==> src/hdl/tsdr_pkg.sv <==
// Package: shared constants, command and status types for the delayed sample renormaliser.
package tsdr_pkg;
  localparam int DEPTH_DEF = 32;
  localparam int CFG_W = 20;
  localparam logic [CFG_W-1:0] KEEP_RESET = 20'd10000;
  localparam logic CFG_DELAY = 1'b0;
  localparam logic CFG_KEEP = 1'b1;
  localparam logic ACT_STORE = 1'b0;
  localparam logic ACT_TICK = 1'b1;

  typedef struct packed {
    logic load;
    logic write;
    logic evict_rd;
    logic evict_pop;
    logic search_rd;
    logic search_step;
    logic norm_start;
    logic out_load;
  } cmd_t;

  typedef struct packed {
    logic is_tick;
    logic empty;
    logic evict_hit;
    logic search_hit;
    logic search_last;
    logic norm_done;
  } sts_t;
endpackage

==> src/hdl/tsdr_ctrl.sv <==
// Controller: sequences store, eviction, backward search, normalisation and output transfer.
module tsdr_ctrl (
  input  logic               clk,
  input  logic               rst_n,
  input  logic               in_valid,
  output logic               in_stall,
  output logic               out_valid,
  input  logic               out_stall,
  input  tsdr_pkg::sts_t     sts,
  output tsdr_pkg::cmd_t     cmd
);
  typedef enum logic [9:0] {
    S_IDLE  = 10'b0000000001,
    S_DISP  = 10'b0000000010,
    S_WR    = 10'b0000000100,
    S_EVRD  = 10'b0000001000,
    S_EVCHK = 10'b0000010000,
    S_SRD   = 10'b0000100000,
    S_SCHK  = 10'b0001000000,
    S_NORM  = 10'b0010000000,
    S_NWAIT = 10'b0100000000,
    S_OUT   = 10'b1000000000
  } state_t;

  state_t state_r, state_nxt;

  always_ff @(posedge clk) begin
    if (!rst_n) state_r <= S_IDLE;
    else state_r <= state_nxt;
  end

  assign in_stall = (state_r != S_IDLE);
  assign out_valid = (state_r == S_OUT);

  always_comb begin
    state_nxt = state_r;
    cmd = '0;
    unique case (state_r)
      S_IDLE: if (in_valid) begin
        cmd.load = 1'b1;
        state_nxt = S_DISP;
      end
      S_DISP: begin
        if (sts.is_tick) begin
          if (sts.empty) state_nxt = S_IDLE;
          else begin
            cmd.search_rd = 1'b1;
            state_nxt = S_SCHK;
          end
        end else state_nxt = S_WR;
      end
      S_WR: begin
        cmd.write = 1'b1;
        state_nxt = S_EVRD;
      end
      S_EVRD: begin
        cmd.evict_rd = 1'b1;
        state_nxt = S_EVCHK;
      end
      S_EVCHK: begin
        if (sts.evict_hit) begin
          cmd.evict_pop = 1'b1;
          state_nxt = S_EVRD;
        end else state_nxt = S_IDLE;
      end
      S_SRD: begin
        cmd.search_rd = 1'b1;
        state_nxt = S_SCHK;
      end
      S_SCHK: begin
        if (sts.search_hit) state_nxt = S_NORM;
        else if (sts.search_last) state_nxt = S_IDLE;
        else begin
          cmd.search_step = 1'b1;
          state_nxt = S_SRD;
        end
      end
      S_NORM: begin
        cmd.norm_start = 1'b1;
        state_nxt = S_NWAIT;
      end
      S_NWAIT: if (sts.norm_done) begin
        cmd.out_load = 1'b1;
        state_nxt = S_OUT;
      end
      S_OUT: if (!out_stall) state_nxt = S_IDLE;
      default: state_nxt = S_IDLE;
    endcase
  end
endmodule

==> config.mk <==
export PLATFORM = sky130hd
export DESIGN_NAME = tsdr_ctrl
export DESIGN_NICKNAME = d
export VERILOG_FILES = /design/src/hdl/tsdr_pkg.sv /design/src/hdl/tsdr_ctrl.sv
export SDC_FILE = /design/constraint.sdc
export NUM_CORES = 1
export LEC_CHECK = 0
export BUFFER_PORTS_ARGS = -buffer_cell sky130_fd_sc_hd__buf_4
export CORE_MARGIN = 5
export CORE_UTILIZATION = 53
export DETAILED_ROUTE_END_ITERATION = 8
export PLACE_DENSITY = 0.81
export SKIP_CTS_REPAIR_TIMING = 1
export SLEW_MARGIN = 40
export SYNTH_ARGS = -nofsm -noshare
export SYNTH_HDL_FRONTEND = slang
export SYNTH_SLANG_ARGS = --single-unit
==> constraint.sdc <==
create_clock -name clk -period 3 [get_ports clk]
set_clock_uncertainty 0.05 [all_clocks]
set_input_delay 0.6 -clock clk [delete_from_list [all_inputs] [get_ports clk]]
set_output_delay 0.6 -clock clk [all_outputs]
set_load 0.1 [all_outputs]
==> impl_metrics.py, run 1 <==
metrics = {
    "outcome": {
        "status": "finished, final reports clean",
    },
    "setup_path": {
        "cpLargestDelayFamily": "simple AND/OR/NAND/NOR gates",
        "path_cells": "nor4_4 -> and2_1 -> nand2_1 -> or4_1 -> inv_1 -> buf_4",
        "r2r-end": "state_r[3]",
        "required_ns": 2.35,
        "worstSetupPathType": "flip-flop to output port",
        "critPathArrivalTime_ns": 2.19,
        "slowest_stage": "or4_1",
        "path_buf_inv": 2,
        "r2r_slack_ns": 0.97,
        "startpoint_type": "flip-flop",
        "reg2reg_depth": 5,
        "reg2reg_from": "state_r[4]",
        "critPathMaxFanout": 9,
        "end_kind": "output port",
        "critPathMaxStageDelay_ns": 0.51,
    },
    "cts": {
        "root_buffer": "clkbuf_4",
        "clk_pin_slew_ns": 0.07,
        "tritoncts": "done",
        "cts_max_path_buffers": 2,
        "numClockSinks": 10,
        "h-tree-depth": 1,
        "cts_buffers": 3,
        "clk_latency_ns": 0.27,
    },
    "synthesis": {
        "syn-instance-count": 86,
        "synth_warnings": 0,
        "synth_top_area_share_pct": 28.4,
        "yosys-top-cells-area": "dfxtp_1 28%, nor2_1 6.9%, nor4_4 6.0%",
        "synth_nets": 96,
        "ys_seq_area_share_pct": 28.4,
        "yosys.area.top_type": "dfxtp_1",
        "syn-mean-instance-area_um2": 8.19,
        "ys_types": 32,
        "ys_seq_elements": 10,
        "synth.cell_area_um2": 704,
    },
    "hold_path": {
        "hold_path_end": "state_r[2]",
        "hold_depth": 2,
        "holdCritStartpoint": "sts[5]",
        "min_path_type": "primary input to flip-flop",
    },
    "grt": {
        "grt_util_met3_pct": 7.42,
        "gr-usage-met1_pct": 25.1,
        "grtUsageTotal_pct": 19.4,
        "grt_overflow": 0,
        "grt_pass1_vias": 666,
        "antenna_found_initial": 0,
        "top_usage_layer": "met2",
        "grt_pass1_wl_mm": 2.93,
        "met2_usage_pct": 28.3,
        "grt_max_degree": 10,
    },
    "route": {
        "postRouteWirelength_mm": 1.69,
        "wire_per_inst_um": 13.7,
        "ant_nets": 0,
        "drc_errors": 0,
        "vias": 719,
        "firstDrtPassIters": 4,
        "viasPerCell": 5.85,
        "dr.first_iter.drc_count": 28,
    },
    "finish": {
        "multiInputGateArea_um2": 490,
        "final_cell_mix": "19 x buf_4, 11 x nor2_1, 8 x dfxtp_1, 6 x inv_1, 5 x o21ai_0",
        "fin_nets": 119,
        "area_delta_synth_final_pct": 29.7,
        "regArea_um2": 203,
        "largest_reg_flops": 10,
        "final_common_cell": "buf_4",
        "largest_register": "state_r",
        "largestRegisters": "state_r: 10 flops",
        "diodes": 0,
        "fin_util_pct": 71.1,
        "fill_cells": 107,
        "layout-drive-gt1-share_pct": 33.3,
    },
    "pwr": {
        "vdd_ir_drop_max_v": 0.000297,
        "leakage_uw": 0.000400,
        "power_density_nw_per_um2": 616,
    },
    "flow_run": {
        "maxCapViolations": 0,
    },
    "timing": {
        "slew_headroom_pct": 67.7,
        "fmax_ghz": 0.352,
        "finalMaxSlewViolations": 0,
        "rsz0062_at_grt": "false",
        "finalSetupViolations": 0,
        "tightest_slew_ns": 0.481,
        "worst_slack_ns": 0.162,
        "finalHoldViolCount": 0,
        "fin_crit_sh_pct": 94.6,
        "fin_crit_ns": 2.84,
    },
    "die": {
        "die_area_um2": 2160,
        "start_util_pct": 54.8,
        "core_um2": 1280,
        "die_h_um": 46.5,
        "row_count": 13,
        "pin_count": 20,
        "die_w_um": 46.5,
    },
    "place": {
        "pre_cts_ws_ns": 0.480,
        "hpwl_mm": 1.36,
        "place_congestion": 0.851,
        "io_buffer_count": 19,
    },
}
==> Yosys cell counts <==
cell type  number
nor4_4          2
dfxtp_1        10
nor4_1          1
nand2_1         4
nor3b_1         5
a221oi_1        1
xor2_1          1
nand3b_1        3
nor4b_1         1
nor2b_1         2
or3b_1          1
o32ai_4         1
o21ba_2         1
buf_6           1
or4_1           2
xnor2_1         1
inv_1           6
nand3_2         1
and3_1          4
o32a_2          1
a21oi_1         3
or3b_4          1
nand2b_1        2
nor3_1          3
o21bai_1        1
nor2_1         13
o221ai_1        1
o21ai_0         5
o31ai_1         1
and2_1          3
nand4_1         1
nand3_1         3
==> how the worst max path moves through the flow <==
stage                          start     end  slack (ns)  depth (start not counted)
after floorplan           state_r[7]  cmd[7]       -0.28                          3
after global placement    state_r[8]  cmd[2]        0.49                          6
after detailed placement  state_r[8]  cmd[2]        0.48                          6
after CTS                 state_r[8]  cmd[2]        0.16                          6
after global routing      state_r[8]  cmd[2]        0.02                          6
final                     state_r[8]  cmd[2]        0.16                          6
==> power breakdown <==
| part | leakage (uW) | internal, uW | switching (uW) | total (uW) |
|---|---|---|---|---|
| combinational | 0.000297 | 87.1 | 183 | 270 |
| sequential | 0.0000821 | 143 | 24.9 | 168 |
| clock | 0.0000210 | 73.8 | 50.7 | 124 |
| total | 0.000400 | 304 | 259 | 563 |
==> logic make-up after synthesis <==
logic type	Yosys count	share of synthesized area, %
and+or+nand+nor	52	47.1
xor gates and xnor gates	2	2.49
buffers and inverters	7	4.80
AOI/OAI and AO/OA	15	17.2
DFF	10	28.4
==> area by class of cell <==
type	count	area share, %
tap	15	2.05
clock buffer	4	3.97
inverter	6	2.47
multi-input combinational	69	53.7
sequential	10	22.2
timing repair buffer	19	15.6
==> per-stage QoR <==
step	power (uW)	TNS (ns)	instances	hold slack [ns]	cell area (um^2)
after floorplan	382	-0.358	86	0.436	727
after CTS	565	0	123	0.441	913
after global placement	439	0	119	0.496	877
after global routing	595	0	123	0.438	913
final	563	0	123	0.449	913
after detailed placement	440	0	119	0.507	877
==> metal layers <==
| metal | wire (um) | vias up |
|---|---|---|
| met5 | 0 | - |
| met4 | 27 | 0 |
| met3 | 120 | 4 |
| met2 | 778 | 23 |
| met1 | 762 | 335 |
| li1 | - | 357 |
No activity file was read; power rests on OpenSTA's default activity.
==> run 2, diff against run 1 <==
--- a/config.mk
+++ b/config.mk
@@ -5,11 +5,12 @@
 export SDC_FILE = /design/constraint.sdc
 export NUM_CORES = 1
 export LEC_CHECK = 0
+export ABC_AREA = 1
 export BUFFER_PORTS_ARGS = -buffer_cell sky130_fd_sc_hd__buf_4
 export CORE_MARGIN = 5
-export CORE_UTILIZATION = 53
+export CORE_UTILIZATION = 50
 export DETAILED_ROUTE_END_ITERATION = 8
-export PLACE_DENSITY = 0.81
+export PLACE_DENSITY = 0.76
 export SKIP_CTS_REPAIR_TIMING = 1
 export SLEW_MARGIN = 40
 export SYNTH_ARGS = -nofsm -noshare
==> constraint.sdc (replaced) <==
create_clock -name clk -period 3 [get_ports clk]
set_clock_uncertainty 0.05 [all_clocks]
set_input_delay 0.6 -clock clk [delete_from_list [all_inputs] [get_ports clk]]
set_output_delay 0.6 -clock clk [all_outputs]
set_load 0.005 [all_outputs]
==> run 2 against run 1 <==
Via count is 2.4% lower. Non-clock buffer count stayed put. Count of clock-buffer cells in the layout stayed put. Sequential share of layout area is 1.3 points lower. Register-to-register slack better by 0.62 ns. Clock power hardly changed. Critical path depth is 3 higher.
==> impl_metrics.py, run 2 <==
metrics = {
    "setup_path": {
        "required_ns": 2.35,
        "startpoint_type": "flip-flop",
        "worstSetupPathType": "flip-flop to output port",
        "critPathArrivalTime_ns": 1.54,
        "slowest_stage": "dfxtp_1",
        "critPathMaxFanout": 3,
        "end_kind": "output port",
        "critPathMaxStageDelay_ns": 0.33,
        "path_cells": "nor2_2 -> nand2_1 -> inv_2 -> nand2_2 -> nor2_2 -> inv_1 -> or2_1 -> inv_1 -> buf_4",
    },
    "finish": {
        "diodes": 0,
        "final_common_cell": "nand2_1",
        "layout-drive-gt1-share_pct": 42.4,
        "fill_cells": 145,
        "area_delta_synth_final_pct": 26.2,
        "fin_util_pct": 65.1,
        "largestRegisters": "state_r: 10 flops",
        "largest_reg_flops": 10,
        "final_cell_mix": "21 x nand2_1, 20 x inv_1, 19 x buf_4, 14 x nor2_1, 10 x dfxtp_1",
        "fin_nets": 143,
        "largest_register": "state_r",
        "instances_no_fill": 148,
        "final_area_um2": 957,
    },
    "route": {
        "vias": 702,
        "drc_errors": 0,
        "dr.first_iter.drc_count": 12,
        "firstDrtPassIters": 4,
        "ant_nets": 0,
        "postRouteWirelength_mm": 1.68,
        "wire_per_inst_um": 11.4,
        "viasPerCell": 4.74,
    },
    "place": {
        "place_inst": 144,
        "pre_cts_ws_ns": 1.10,
        "place_area_um2": 921,
        "place_congestion": 0.825,
        "hpwl_mm": 1.39,
        "io_buffer_count": 19,
    },
    "synthesis": {
        "synth.cell_area_um2": 758,
        "yosysMostFrequentCell": "nand2_1",
        "ys_seq_elements": 10,
        "synth_warnings": 0,
        "synth_nets": 119,
        "syn-mean-instance-area_um2": 6.96,
        "yosys_most_used_dff": "dfxtp_1",
        "synth_top_family_by_area": "simple AND/OR/NAND/NOR gates",
        "ys_types": 21,
        "yosys.area.top_type": "dfxtp_1",
        "synth_top_area_share_pct": 26.4,
        "synth_compound_area_share_pct": 2.48,
        "synth-simple-area-share_pct": 59.2,
        "syn-instance-count": 109,
        "yosys-top-cells-area": "dfxtp_1 26%, nand2_1 10%, inv_1 9.9%",
        "synth-xor-area-share_pct": 0,
        "ys_seq_area_share_pct": 26.4,
        "ys_async_sr_fraction_pct": 0,
        "muxShareOfSynthArea_pct": 0,
        "synth_edf_count": 0,
        "synth_common_cells": "21 x nand2_1, 20 x inv_1, 14 x nor2_1",
        "synth_adder_area_share_pct": 0,
    },
    "timing": {
        "finalSetupViolations": 0,
        "fin_crit_ns": 2.19,
        "finalHoldViolCount": 0,
        "slew_headroom_pct": 76.9,
        "finalMaxSlewViolations": 0,
        "fin_crit_sh_pct": 72.9,
        "tightest_slew_ns": 0.346,
        "rsz0062_at_grt": "false",
        "worst_slack_ns": 0.813,
        "fmax_ghz": 0.457,
        "setup_tns_ns": 0,
    },
    "die": {
        "die_area_um2": 2400,
        "die_w_um": 48.9,
        "start_util_pct": 51.5,
        "core_um2": 1470,
        "die_h_um": 48.9,
        "row_count": 14,
        "pin_count": 20,
    },
    "cts": {
        "clk_latency_ns": 0.27,
        "clk_pin_slew_ns": 0.07,
        "tritoncts": "done",
        "numClockSinks": 10,
        "h-tree-depth": 1,
        "cts_buffers": 3,
        "cts_max_path_buffers": 2,
        "root_buffer": "clkbuf_4",
    },
    "flow_run": {
        "maxCapViolations": 0,
    },
    "pwr": {
        "power_density_nw_per_um2": 585,
        "vdd_ir_drop_max_v": 0.000447,
        "leakage_uw": 0.000481,
    },
    "hold_path": {
        "min_path_type": "primary input to flip-flop",
    },
    "outcome": {
        "status": "finished, final reports clean",
    },
    "grt": {
        "grt_max_degree": 9,
        "grt_pass1_wl_mm": 2.96,
        "grt_pass1_vias": 666,
        "antenna_found_initial": 0,
        "grt_overflow": 0,
        "grtUsageTotal_pct": 15.5,
    },
}
run 2: logic make-up after synthesis:
logic type / count (synthesis)
AND/OR/NAND/NOR: 72
buffers and inverters: 24
flip-flops: 10
AO/OA/AOI/OAI: 3
run 2: per-layer routing:
metal  global-route usage (%)  routed length (um)  vias up
met3                     5.20                  77        2
met1                     19.1                 769      312
met2                     25.7                 823       15
met4                     4.04                  11        0
li1                         -                   -      373
met5                        0                   0        -
run 2: metrics by stage:
step / power (uW) / hold WS [ns]
finish: 560 / 0.490
detailed placement: 440 / 0.595
global placement: 433 / 0.579
CTS: 563 / 0.481
global route: 601 / 0.493
floorplan: 365 / 0.527
run 2: worst paths after layout:
| path | from | endpoint | slack [ns] | cells after the start |
|---|---|---|---|---|
| worst max register to register | state_r[6] | state_r[0] | 1.59 | 8 |
| worst max-delay path | state_r[8] | cmd[2] | 0.81 | 9 |
| worst min register to register | state_r[0] | state_r[1] | 0.61 | 4 |
| worst min-delay path | sts[5] | state_r[2] | 0.49 | 2 |
run 2: where the power goes:
part           leakage [uW]  switching, uW  internal [uW]  total, uW
sequential        0.0000812           18.8            150        169
combinational      0.000379            166            100        266
clock             0.0000210           50.7           73.6        124
run 2: critical path: cells and delay by family (launching register included):
| family | cells | cell delay (ns) |
|---|---|---|
| DFF | 1 | 0.33 |
| buffers and inverters | 4 | 0.27 |
| and+or+nand+nor | 5 | 0.67 |
run 2: area by class of cell:
class | count | area, um^2 | area share [%]
inverters | 24 | 90.1 | 9.41
multi-input cells | 75 | 468 | 48.9
clock buffers | 4 | 36.3 | 3.79
repair buffers | 19 | 143 | 14.9
flip-flops and latches | 10 | 200 | 20.9
well taps | 16 | 20.0 | 2.09
